<file path="src/sv/cpp_pkg.sv">
package cpp_pkg;

    localparam int TableDepth = 256;
    localparam int CountBits  = 24;
    localparam int ColorBits  = 24;
    localparam int RankBits   = 8;

    localparam logic [1:0] MODE_COUNT = 2'd0;
    localparam logic [1:0] MODE_SORT  = 2'd1;
    localparam logic [1:0] MODE_READ  = 2'd2;
    localparam logic [1:0] MODE_CLEAR = 2'd3;

    localparam logic [ColorBits-1:0] WHITE     = 24'hFFFFFF;
    localparam logic [RankBits-1:0]  LAST_RANK = 8'd255;

    typedef enum logic [8:0] {
        S_IDLE   = 9'b000000001,
        S_CSCAN  = 9'b000000010,
        S_CCHK   = 9'b000000100,
        S_SINIT  = 9'b000001000,
        S_SSCAN  = 9'b000010000,
        S_SWAPA  = 9'b000100000,
        S_SWAPB  = 9'b001000000,
        S_RWAIT  = 9'b010000000,
        S_OUT    = 9'b100000000
    } state_t;

    // command from controller to datapath
    typedef struct packed {
        logic load;       // capture input item
        logic rd_i;       // read address i
        logic rd_j;       // read address j
        logic rd_best;    // read address best
        logic set_i;      // j <= i+1, best <= i, best_count from data
        logic inc_i;
        logic inc_j;
        logic cmp_j;      // compare count at j with best
        logic hit_upd;    // write incremented count at j
        logic append;     // write new entry at entries_used
        logic wr_i_best;  // write best data at i
        logic wr_best_i;  // write held i data at best
        logic clear;
        logic capture_rd; // latch read result
        logic res_load;
    } cmd_t;

    typedef struct packed {
        logic j_end;       // j >= entries_used
        logic i_end;       // i + 1 >= entries_used
        logic hit;         // read colour equals pixel
        logic best_is_i;
    } stat_t;

endpackage

</file>
<file path="src/sv/cpp_ctrl.sv">
module cpp_ctrl (
    input  logic           clk,
    input  logic           rst_n,
    input  logic           in_fire,
    input  logic [1:0]     mode,
    input  logic           out_free,
    output logic           busy,
    output logic           res_set,
    output cpp_pkg::cmd_t  cmd,
    input  cpp_pkg::stat_t stat
);
    cpp_pkg::state_t state_reg, state_next;
    logic cnt_first_reg, cnt_first_next;

    // counting: read j in CSCAN, data checked in CCHK, which increments j on a miss
    // sort: SINIT reads i, then SSCAN streams j reads, each compared in the cycle after its read
    always_comb
    begin
        state_next     = state_reg;
        cnt_first_next = cnt_first_reg;
        cmd            = '0;
        res_set        = 1'b0;
        unique case (state_reg)
            cpp_pkg::S_IDLE:
            begin
                if (in_fire)
                begin
                    cmd.load = 1'b1;
                    unique case (mode)
                        cpp_pkg::MODE_COUNT: state_next = cpp_pkg::S_CSCAN;
                        cpp_pkg::MODE_SORT:  state_next = cpp_pkg::S_SINIT;
                        cpp_pkg::MODE_READ:  state_next = cpp_pkg::S_RWAIT;
                        default:
                        begin
                            cmd.clear  = 1'b1;
                            state_next = cpp_pkg::S_RWAIT;
                        end
                    endcase
                end
            end
            cpp_pkg::S_CSCAN:
            begin
                if (stat.j_end)
                begin
                    cmd.append   = 1'b1;
                    cmd.res_load = 1'b1;
                    state_next   = cpp_pkg::S_OUT;
                end
                else
                begin
                    cmd.rd_j   = 1'b1;
                    state_next = cpp_pkg::S_CCHK;
                end
            end
            cpp_pkg::S_CCHK:
            begin
                if (stat.hit)
                begin
                    cmd.hit_upd  = 1'b1;
                    cmd.res_load = 1'b1;
                    state_next   = cpp_pkg::S_OUT;
                end
                else
                begin
                    cmd.inc_j  = 1'b1;
                    state_next = cpp_pkg::S_CSCAN;
                end
            end
            cpp_pkg::S_SINIT:
            begin
                if (stat.i_end)
                begin
                    cmd.res_load = 1'b1;
                    state_next   = cpp_pkg::S_OUT;
                end
                else if (!cnt_first_reg)
                begin
                    cmd.rd_i       = 1'b1;
                    cnt_first_next = 1'b1;
                end
                else
                begin
                    cmd.set_i      = 1'b1;
                    cnt_first_next = 1'b0;
                    state_next     = cpp_pkg::S_SSCAN;
                end
            end
            cpp_pkg::S_SSCAN:
            begin
                cmd.cmp_j = cnt_first_reg;
                if (stat.j_end)
                begin
                    cnt_first_next = 1'b0;
                    if (cnt_first_reg)
                    begin
                        state_next = cpp_pkg::S_SSCAN;
                    end
                    else
                    begin
                        state_next = cpp_pkg::S_SWAPA;
                    end
                end
                else
                begin
                    cmd.rd_j       = 1'b1;
                    cmd.inc_j      = 1'b1;
                    cnt_first_next = 1'b1;
                end
            end
            cpp_pkg::S_SWAPA:
            begin
                if (stat.best_is_i)
                begin
                    cmd.inc_i  = 1'b1;
                    state_next = cpp_pkg::S_SINIT;
                end
                else if (!cnt_first_reg)
                begin
                    cmd.rd_i       = 1'b1;
                    cnt_first_next = 1'b1;
                end
                else
                begin
                    cmd.capture_rd = 1'b1;
                    cmd.rd_best    = 1'b1;
                    cnt_first_next = 1'b0;
                    state_next     = cpp_pkg::S_SWAPB;
                end
            end
            cpp_pkg::S_SWAPB:
            begin
                if (!cnt_first_reg)
                begin
                    cmd.wr_i_best  = 1'b1;
                    cnt_first_next = 1'b1;
                end
                else
                begin
                    cmd.wr_best_i  = 1'b1;
                    cmd.inc_i      = 1'b1;
                    cnt_first_next = 1'b0;
                    state_next     = cpp_pkg::S_SINIT;
                end
            end
            cpp_pkg::S_RWAIT:
            begin
                cmd.res_load = 1'b1;
                state_next   = cpp_pkg::S_OUT;
            end
            cpp_pkg::S_OUT:
            begin
                if (!out_free)
                begin
                    state_next = cpp_pkg::S_OUT;
                end
                else
                begin
                    res_set        = 1'b1;
                    cnt_first_next = 1'b0;
                    state_next     = cpp_pkg::S_IDLE;
                end
            end
            default:
            begin
                state_next = cpp_pkg::S_IDLE;
            end
        endcase
    end

    assign busy = (state_reg != cpp_pkg::S_IDLE);

    always_ff @(posedge clk or negedge rst_n)
    begin
        if (!rst_n)
        begin
            state_reg     <= cpp_pkg::S_IDLE;
            cnt_first_reg <= 1'b0;
        end
        else
        begin
            state_reg     <= state_next;
            cnt_first_reg <= cnt_first_next;
        end
    end

endmodule

</file>
<file path="config.mk">
export PLATFORM = sky130hd
export DESIGN_NAME = cpp_ctrl
export DESIGN_NICKNAME = d
export VERILOG_FILES = /design/src/sv/cpp_pkg.sv /design/src/sv/cpp_ctrl.sv
export SDC_FILE = /design/constraint.sdc
export NUM_CORES = 1
export LEC_CHECK = 0
export BUFFER_PORTS_ARGS = -buffer_cell sky130_fd_sc_hd__buf_2
export CORE_MARGIN = 5
export CORE_UTILIZATION = 55
export CTS_BUF_LIST = sky130_fd_sc_hd__clkbuf_2 sky130_fd_sc_hd__clkbuf_4 sky130_fd_sc_hd__clkbuf_8
export DETAILED_ROUTE_END_ITERATION = 10
export PLACE_DENSITY = 0.9
export SYNTH_ARGS = -nofsm -noshare
export SYNTH_HDL_FRONTEND = slang
export SYNTH_SLANG_ARGS = --single-unit
</file>
<file path="constraint.sdc">
create_clock -name clk -period 3.23 [get_ports clk]
set_input_delay 0.1615 -clock clk [delete_from_list [all_inputs] [get_ports clk]]
set_output_delay 0.1615 -clock clk [all_outputs]
set_load 0.005 [all_outputs]
</file>
# == After elaboration in Yosys (flattened, before gate mapping) ==
# Cells that the tools add are included.
# totals
ff_bits,10
inputBits,10
out_inout_bits,17
elab_cells,75
# op_classes
eq_ne,20
n_mux,47
n_reduce_logical,6
# op_table
operator,n
9-bit 2-to-1 mux,10
9-bit case mux with 9 select lines,1
1-bit 2-to-1 mux,28
8-bit case mux with 2 select lines,1
"2-bit != test, second input constant",6
"9-bit by 1-bit equality test with 1-bit output, second input constant",1
"9-bit by 2-bit equality test with 1-bit output, second input constant",1
"9-bit by 3-bit equality test with 1-bit output, second input constant",1
"9-bit by 4-bit equality test with 1-bit output, second input constant",1
"9-bit by 5-bit equality test with 1-bit output, second input constant",1
"9-bit by 6-bit equality test with 1-bit output, second input constant",1
"9-bit by 7-bit equality test with 1-bit output, second input constant",1
"9-bit by 8-bit equality test with 1-bit output, second input constant",1
"9-bit equality test, second input constant",1
"9-bit by 1-bit != test with 1-bit output, second input constant",1
6-bit 2-to-1 mux,1
"3-bit != test, second input constant",2
1-bit case mux with 2 select lines,3
1-bit case mux with 5 select lines,1
5-bit AND reduction,1
5-bit nonzero test,1
1-bit case mux with 4 select lines,1
4-bit AND reduction,1
3-bit OR reduction,1
5 further kinds,5

# == Logic depth before layout (Yosys ltp) ==
# Gate-level depths: netlist of the first run.
# depth
ltp_word,5
depth_mapped,6
mapped_depth_nobuf,5

# == Least setup slack after synthesis of the first run ==
# No wires, ideal clock.
# synth_timing
kind,flip-flop to flip-flop
start,reg state_reg[2]
end,reg state_reg[3]
setup_time_ns,0.125
t_arrival_ns,1.646
t_required_ns,3.105
slack_ns,1.459
stages_incl_launch_ff,7
n_path_buf,1
synth_period_minus_slack_ns,1.771
cell_sequence,dfrtp_1 -> buf_6 -> nor4_4 -> nand3_1 -> a31oi_1 -> or3_4 -> mux2_4
# synth_via
elab_chain_len,3
word_cells_on_any_way,16
cone_classes,eq/ne (14); mux (1); reduce/logical (1)
# synth_lines
element,line_no,text
"start, declared",cpp_ctrl.sv:12,"cpp_pkg::state_t state_reg, state_next;"
"start signal, assigned",cpp_ctrl.sv:176,state_reg <= cpp_pkg::S_IDLE;
"start signal, assigned",cpp_ctrl.sv:181,state_reg <= state_next;
"9-bit by 4-bit equality test with 1-bit output, or another cell as far along",cpp_ctrl.sv:23,unique case (state_reg)
3-bit != test (no source line) or 2-bit != test (tied branches),-,
5-bit AND reduction (no source line),-,
# Several ways; a longest one is shown, not always the timed one.
# A chain may end at the register's enable or synchronous reset.

==> flow_summary.yaml, run 1 <==
critical_path:
  cp.arrival_ps: 2080
  crit_fanout: 11
  cp_cell_sequence: "nor4_4 > nand3_1 > or2_1 > o21ai_1 > buf_2"
  critical-path-top-delay-family: "simple AND/OR/NAND/NOR gates"
  required_ps: 3070
  cp_num_buf_inv: 1
  cp.depth: 5
  cp_slowest_stage_delay_ps: 540
  end_kind: "output pin"
  crit_slowest_cell: "dfrtp_1"
  r2r-start: "state_reg[3]"
  cp-startpoint: "state_reg[3]"
  path_class: "flip-flop to output pin"
  setup.worst_path.start_class: "flip-flop"
  reg2regPathDepth: 5
synth:
  synth_edf_count: 0
  synth_area_um2: 897
  syn_avg_cell_area_um2: 8.08
  synth.ff_latch_count: 10
  synth_ff_type: "dfrtp_1"
  synth_cells: 111
  seq_area_frac_synth_pct: 28.0
  ys_types: 40
  async_reset_ff_share_pct: 100
  syn_nets: 121
  yosysWarnings: 0
cts:
  cts-root-buf: "clkbuf_4"
  clock_latency_ps: 270
  clk_pin_slew_ps: 70
  clock-sinks: 10
  cts_resized: 0
  numCtsBuffers: 3
  h-tree-depth: 1
  clockBufferDepth: 2
  cts_tree: "built"
finish:
  syn2layout_area_growth_pct: 18.0
  fin_util_pct: 69.5
  mostFrequentLayoutCells: "buf_2, nor2_1, nand2_1, dfrtp_1"
  largest_reg_flops: 9
  fillers: 115
  diodes: 0
  final_common_cell: "buf_2"
  seqCellArea_um2: 251
  multi_input_area_um2: 581
  drive_gt1_share_pct: 30.4
  fin_nets: 149
power:
  ir_drop_mv: 0.505
  leakagePower_nw: 0.549
  power_density_nw_per_um2: 721
die:
  coreArea_um2: 1520
  die-area_um2: 2540
  chipWidth_um: 50.4
  initial_core_util_pct: 58.9
  dieHeight_um: 50.4
  num_rows: 14
  pin_count: 27
sta:
  slew_violations: 0
  finalSetupViolCount: 0
  min_period_ps: 2250
  slew_headroom_pct: 63.7
  fmax_mhz: 445
  fin_crit_sh_pct: 69.5
  clock_skew_ps: 2.26
  hold_viol_final: 0
  setup_ws_ps: 985
  tightestPinTransition_ps: 542
  setup-tns-final_ps: 0
  rsz0062_at_grt: "false"
routing:
  drt-initial-drc-count: 30
  antenna_left: 0
  via_per_inst: 6.31
  drt-total-wl_um: 2450
  wl_per_cell_um: 15.9
  drtPass1Iterations: 4
  vias: 972
  route.detailed.drc: 0
global_route:
  gr-total-overflow: 0
  grt_pass1_vias: 898
  grt_max_degree: 12
  antenna_found_initial: 0
  gr-usage-all-layers_pct: 20.5
  grt_pass1_wl_um: 4090
min_path:
  whs_path_depth: 2
  hp-start: "stat[3]"
  holdCritPathClass: "input port to flip-flop"
outcome:
  outcome: "finished, final reports clean"
placed_design:
  pre_cts_ws_ps: 1190
  dp_hpwl_um: 1870
  io_buffers: 26
  globalplace.congestion: 0.920
job:
  maxCapViolCount: 0
==> power breakdown <==
group / internal [mW] / leakage (nW) / total (mW) / switching (mW)
logic: 0.203 / 0.395 / 0.425 / 0.222
registers: 0.160 / 0.133 / 0.221 / 0.0606
clock network: 0.0685 / 0.0210 / 0.117 / 0.0485
total: 0.432 / 0.549 / 0.763 / 0.332
==> per-layer routing <==
layer | track usage [%] | vias up | part of all wire [%]
met5 | 0 | - | 0
met4 | 11.1 | 0 | 3.6
met3 | 2.66 | 13 | 9.1
met2 | 33.1 | 59 | 49
met1 | 26.4 | 448 | 39
li1 | - | 452 | -
==> cell families (layout without fill, tap and decap cells) <==
kind of cell	count (synthesis)	in the layout	synth area share, %
simple gates	61	61	42.5
compound gates	24	24	17.3
buf+inv	12	39	7.25
flops	10	10	28.0
xor+xnor	2	2	1.95
mux	2	2	2.93
==> synth_stat cells (all sizes together) (3+ instances only) <==
master	count	area, µm²
and2	3	18.8
nand3b	3	22.5
o211ai	3	22.5
o21ai	9	45.0
nand3	4	20.0
dfrtp	9	225
buf	4	35.0
nor2b	6	45.0
nor2	16	62.6
a21oi	3	15.0
inv	8	30.0
a31oi	3	18.8
nand2	10	37.5
nor3	4	30.0
==> worst reg2reg max path: cells and delay by family (launching register included) <==
family	cells	cell delay, ps
AO/OA/AOI/OAI	1	270
flip-flops	1	540
multiplexers	1	290
AND/OR/NAND/NOR	3	880
==> repair_timing <==
action,in CTS,in global routing
endpoints found under the hold margin,10,0
setup buffers,0,0
hold buffers,1,0
==> through the flow <==
stage	power (mW)	cells	hold slack (ps)	area, µm²
2_1_floorplan	0.540	111	-134	897
3_3_place_gp	0.623	149	32.1	1010
3_5_place_dp	0.633	149	36.7	1010
4_1_cts	0.752	154	115	1060
5_1_grt	0.819	154	139	1060
6_report	0.763	154	122	1060
==> layout make-up <==
class,instances,area share (%)
Timing Repair Buffer,27,13.2
Sequential cell,10,23.8
Tap cell,16,1.89
Multi-Input combinational cell,89,54.8
Inverter,8,2.84
Clock buffer,4,3.43
==> worst paths after layout <==
check	endpoint	slack (ps)
worst max-delay path	cmd[8]	980
worst min-delay path	state_reg[2]	120
worst max register to register	state_reg[3]	1140
worst min register to register	cnt_first_reg	590
max in group asynchronous	state_reg[0]	2690
min in group asynchronous	state_reg[5]	280
(Power assumes the default switching activity.)
==> run 2, diff against run 1 <==
- CORE_UTILIZATION: 55 -> 53
- PLACE_DENSITY: 0.9 -> 0.87
- clock period: 3.23 -> 2.17 ns (I/O delays scaled with it)
==> run 2 against run 1 <==
Effect of this change:
- design area is 5.8% higher
- die area up 3.0%
- utilization grew 2.4 points
- final cell count is 4.5% higher
- critical path depth grew 1
- largest cell class unchanged
==> flow_summary.yaml, run 2 (synthesized netlist as in run 1, its figures left out) <==
min_path:
  hp-start: "stat[3]"
  holdCritPathClass: "input port to flip-flop"
  whs_path_depth: 2
  min_to: "state_reg[2]"
global_route:
  antenna_found_initial: 0
  gr-total-overflow: 0
  gr-usage-all-layers_pct: 21.4
  grt_pass1_wl_um: 4130
  grt_pass1_vias: 915
  grt_max_degree: 11
critical_path:
  cp_cell_sequence: "nor4_4 > and3_4 > and2_1 > nor2b_1 > or2_1 > buf_2"
  crit_slowest_cell: "dfrtp_1"
  end_kind: "output pin"
  path_class: "flip-flop to output pin"
  cp_slowest_stage_delay_ps: 480
  reg2regPathDepth: 6
  r2r-start: "state_reg[2]"
  cp-startpoint: "state_reg[7]"
  worst_r2r_endpoint: "state_reg[3]"
  rrSetupSlack_ps: 130
  required_ps: 2060
  crit_fanout: 6
  cp.arrival_ps: 1950
  setup.worst_path.start_class: "flip-flop"
routing:
  antenna_left: 0
  drt-initial-drc-count: 46
  drtPass1Iterations: 4
  via_per_inst: 5.99
  vias: 965
  wl_per_cell_um: 16.1
  route.detailed.drc: 0
  drt-total-wl_um: 2600
sta:
  slew_violations: 0
  fmax_mhz: 486
  slew_headroom_pct: 74.9
  hold_viol_final: 0
  finalSetupViolCount: 0
  tightestPinTransition_ps: 373
  clock_skew_ps: 6.83
  min_period_ps: 2060
  fin_crit_sh_pct: 94.9
cts:
  clockBufferDepth: 2
  clk_pin_slew_ps: 70
  clock-sinks: 10
  h-tree-depth: 1
  cts_tree: "built"
  numCtsBuffers: 3
  cts-root-buf: "clkbuf_4"
  clock_latency_ps: 270
finish:
  fin_nets: 156
  final_common_cell: "buf_2"
  fin_util_pct: 71.8
  diodes: 0
  largest_reg_flops: 9
  mostFrequentLayoutCells: "buf_2, nor2_1, nand2_1, inv_1, o21ai_0"
  fillers: 119
  drive_gt1_share_pct: 36.6
  fin_area_um2: 1120
  syn2layout_area_growth_pct: 24.8
die:
  pin_count: 27
  initial_core_util_pct: 57.5
  coreArea_um2: 1560
  num_rows: 14
  die-area_um2: 2620
  chipWidth_um: 51.1
  dieHeight_um: 51.1
placed_design:
  dp_hpwl_um: 1980
  io_buffers: 26
  dpl-instance-area_um2: 1030
  globalplace.congestion: 0.887
power:
  power_mw: 1.20
  ir_drop_mv: 0.733
  leakagePower_nw: 0.575
  power_density_nw_per_um2: 1070
job:
  maxCapViolCount: 0
outcome:
  outcome: "finished, final reports clean"
[run 2: layout make-up]
class,instances,area (µm²),area share [%]
flip-flops and latches,10,255,22.8
inverters,8,30.0,2.68
multi-input cells,89,592,52.8
repair buffers,34,193,17.2
clock buffers,4,30.0,2.68
well taps,16,20.0,1.79
[run 2: how the worst max path moves through the flow]
stage | to | slack (ps)
floorplan | state_reg[3] | 400
detailed placement | state_reg[3] | 220
global route | cmd[12] | -20
global placement | state_reg[3] | 280
CTS | cmd[8] | 40
finish | cmd[12] | 110
[run 2: repair_timing]
action	4_1_cts	5_1_grt
endpoints found under the hold margin	10	0
buffers inserted	0	4
resized for setup	0	5
hold buffers	1	0
endpoints found under the setup margin	0	2
[run 2: critical path, delay by kind of cell, from the launching register on]
| kind | cells | cell delay, ps |
|---|---|---|
| buffers and inverters | 1 | 100 |
| and+or+nand+nor | 5 | 1100 |
| DFF | 1 | 480 |
[run 2: routing by layer]
layer  routed length [µm]  global-route usage [%]
met5                    0                       0
met4                   41                    9.42
met1                 1120                    26.6
met2                 1290                    36.1
met3                  146                    3.78
[run 2: report_power, final]
group	leakage [nW]	switching, mW	internal (mW)
clock	0.0184	0.0698	0.0837
combinational	0.429	0.362	0.362
sequential	0.128	0.0818	0.239
[run 2: stage by stage]
step	hold WS, ps	TNS [ps]	instances	worst slack, ps
2_1_floorplan	-187	0	111	399
3_3_place_gp	-17.3	0	152	281
3_5_place_dp	-14.4	0	152	219
4_1_cts	62.4	0	157	42.8
5_1_grt	62.1	-30.8	161	-17.4
6_report	64.7	0	161	111
==> run 3, diff against run 2 <==
- ABC_AREA: default -> 1
- CORE_UTILIZATION: 53 -> 52
- PLACE_DENSITY: 0.87 -> 0.86
==> run 3 against run 2 <==
Effect of this change:
- area after synthesis is 0.70% lower
- global-route usage is 0.42 points higher
- clock-buffer cell count stayed put
- via count is 2.3% higher
- power is 2.5% lower
- utilization is 7.5 points lower
- sequential cell count stayed put
- sequential share of layout area is 0.61 points higher
- die area is 0.98% higher
- largest power group unchanged
==> flow_summary.yaml, run 3 <==
routing:
  drt-total-wl_um: 2510
  via_per_inst: 5.42
  vias: 987
  drtPass1Iterations: 4
  route.detailed.drc: 0
  wl_per_cell_um: 13.8
  antenna_left: 0
  drt-initial-drc-count: 17
critical_path:
  end_kind: "output pin"
  cp-startpoint: "state_reg[8]"
  required_ps: 2060
  crit_slowest_cell: "dfrtp_1"
  setup.worst_path.start_class: "flip-flop"
  cpMostUsedCell: "nand2_2"
  worst_r2r_endpoint: "state_reg[4]"
  reg2regPathDepth: 8
  path_class: "flip-flop to output pin"
  critPathCapture: "cmd[0]"
  cp.arrival_ps: 1690
  rrSetupSlack_ps: 600
  cp_slowest_stage_delay_ps: 500
  r2r-start: "state_reg[8]"
  crit_fanout: 7
  cp_cell_sequence: "inv_2 > nand2_2 > nor2_4 > nand2_2 > nor2_1 > nor3_1 > nand2_1 > buf_2"
synth:
  async_reset_ff_share_pct: 100
  synth_commonest_cells: "nand2_1, nor2_1, inv_1, nand3_1, dfrtp_1"
  ys_types: 23
  post-synth-top-area-cell: "dfrtp_1"
  yosys.area.top_type_share_pct: 25.3
  seq_area_frac_synth_pct: 28.2
  synth.ff_latch_count: 10
  synth_cells: 135
  yosysMostFrequentCell: "nand2_1"
  syn_nets: 145
  synth.area.top_cells: "dfrtp_1, nand2_1, nand3_1, nor2_1, inv_1"
  yosysWarnings: 0
  synth_ff_type: "dfrtp_1"
  synth_area_um2: 891
  synth_edf_count: 0
  syn_avg_cell_area_um2: 6.60
cts:
  clk_pin_slew_ps: 90
  cts-root-buf: "clkbuf_4"
  cts_setup_buffers: 0
  h-tree-depth: 1
  clockBufferDepth: 2
  cts_tree: "built"
  numCtsBuffers: 3
  clock_latency_ps: 280
  clock-sinks: 10
finish:
  final_common_cell: "nand2_1"
  fin_nets: 176
  diodes: 0
  largest_reg_flops: 9
  mostFrequentLayoutCells: "nand2_1, buf_2, nor2_1, inv_1, nand3_1"
  syn2layout_area_growth_pct: 20.6
  drive_gt1_share_pct: 36.4
global_route:
  grt_max_degree: 11
  grt_pass1_wl_um: 4320
  gr-usage-all-layers_pct: 21.8
  antenna_found_initial: 0
  gr-total-overflow: 0
  grt_pass1_vias: 965
sta:
  setup-tns-final_ps: 0
  hold_viol_final: 0
  min_period_ps: 1800
  slew_headroom_pct: 81.9
  tightestPinTransition_ps: 271
  setup_ws_ps: 374
  rsz0062_at_grt: "false"
  slew_violations: 0
  fin_crit_sh_pct: 82.8
  finalSetupViolCount: 0
  fmax_mhz: 557
  clock_skew_ps: 20.5
die:
  dieHeight_um: 51.4
  coreArea_um2: 1670
  pin_count: 27
  num_rows: 15
  initial_core_util_pct: 53.3
  chipWidth_um: 51.4
  die-area_um2: 2640
outcome:
  outcome: "finished, final reports clean"
power:
  power_density_nw_per_um2: 1090
  ir_drop_mv: 0.681
  leakagePower_nw: 0.634
placed_design:
  pre_cts_ws_ps: 635
  globalplace.congestion: 0.860
  io_buffers: 26
  dp_hpwl_um: 2030
min_path:
  holdCritPathClass: "input port to flip-flop"
job:
  maxCapViolCount: 0
-- run 3: cell count changes in the layout (fill, tap and decap cells not counted), moves of 4 or more --
cell | previous run | this run
nand3_2 | 0 | 4
nand3_1 | 4 | 16
nand2_1 | 10 | 27
nor2_1 | 15 | 20
inv_1 | 8 | 16
nor2b_1 | 5 | 0
buf_4 | 7 | 0
nor2_2 | 1 | 7
nand2_2 | 0 | 7
-- run 3: area by class of cell --
type / count / area (µm²)
Fill cell: 154 / 596
Sequential cell: 10 / 251
Timing Repair Buffer: 27 / 140
Tap cell: 17 / 21.3
Clock buffer: 4 / 30.0
Multi-Input combinational cell: 104 / 552
Inverter: 20 / 80.1
-- run 3: cell families after synthesis --
logic type / Yosys count / share of synthesized area, %
simple gates: 96 / 55.9
buf+inv: 21 / 9.83
flops: 10 / 28.2
compound gates: 8 / 6.04
-- run 3: worst max-delay path, delay by kind of cell, from the launching register on --
family | cells | cell delay [ps]
flops | 1 | 500
buf+inv | 2 | 280
simple gates | 6 | 630
-- run 3: through the flow --
stage               hold WS (ps)  utilization, %  area, µm²  std cells  power [mW]
floorplan                   -187               -        891        135       0.826
global placement           -18.5            61.9       1030        177       0.980
detailed placement         -8.21            61.9       1030        177        1.01
CTS                         26.2            64.3       1070        182        1.16
global route                20.3            64.3       1070        182        1.28
finish                      23.6            64.3       1070        182        1.17
-- run 3: how the worst min path moves through the flow --
| stage | slack [ps] | startpoint | end | depth (start not counted) |
|---|---|---|---|---|
| after floorplan | -190 | rst_n | cnt_first_reg | 0 |
| after global placement | -20 | rst_n | cnt_first_reg | 1 |
| after detailed placement | -8 | rst_n | cnt_first_reg | 1 |
| after CTS | 30 | stat[3] | state_reg[2] | 2 |
| after global routing | 20 | stat[3] | state_reg[2] | 2 |
| final | 20 | stat[3] | state_reg[2] | 2 |
-- run 3: where the power goes --
group | internal (mW) | switching (mW)
clock | 0.0836 | 0.0762
sequential | 0.239 | 0.0725
combinational | 0.235 | 0.462
total | 0.558 | 0.610
-- run 3: timing repair --
item | CTS | global route
hold endpoints to repair | 10 | 0
gates resized for setup | 0 | 0
hold buffers | 1 | 0
-- run 3: routing by layer --
metal	track usage, %	vias to the layer above	part of all wire [%]
met5	0	-	0
met4	8.30	0	2.0
met3	3.79	6	8.1
met2	39.0	46	51
met1	25.5	441	39
li1	-	494	-
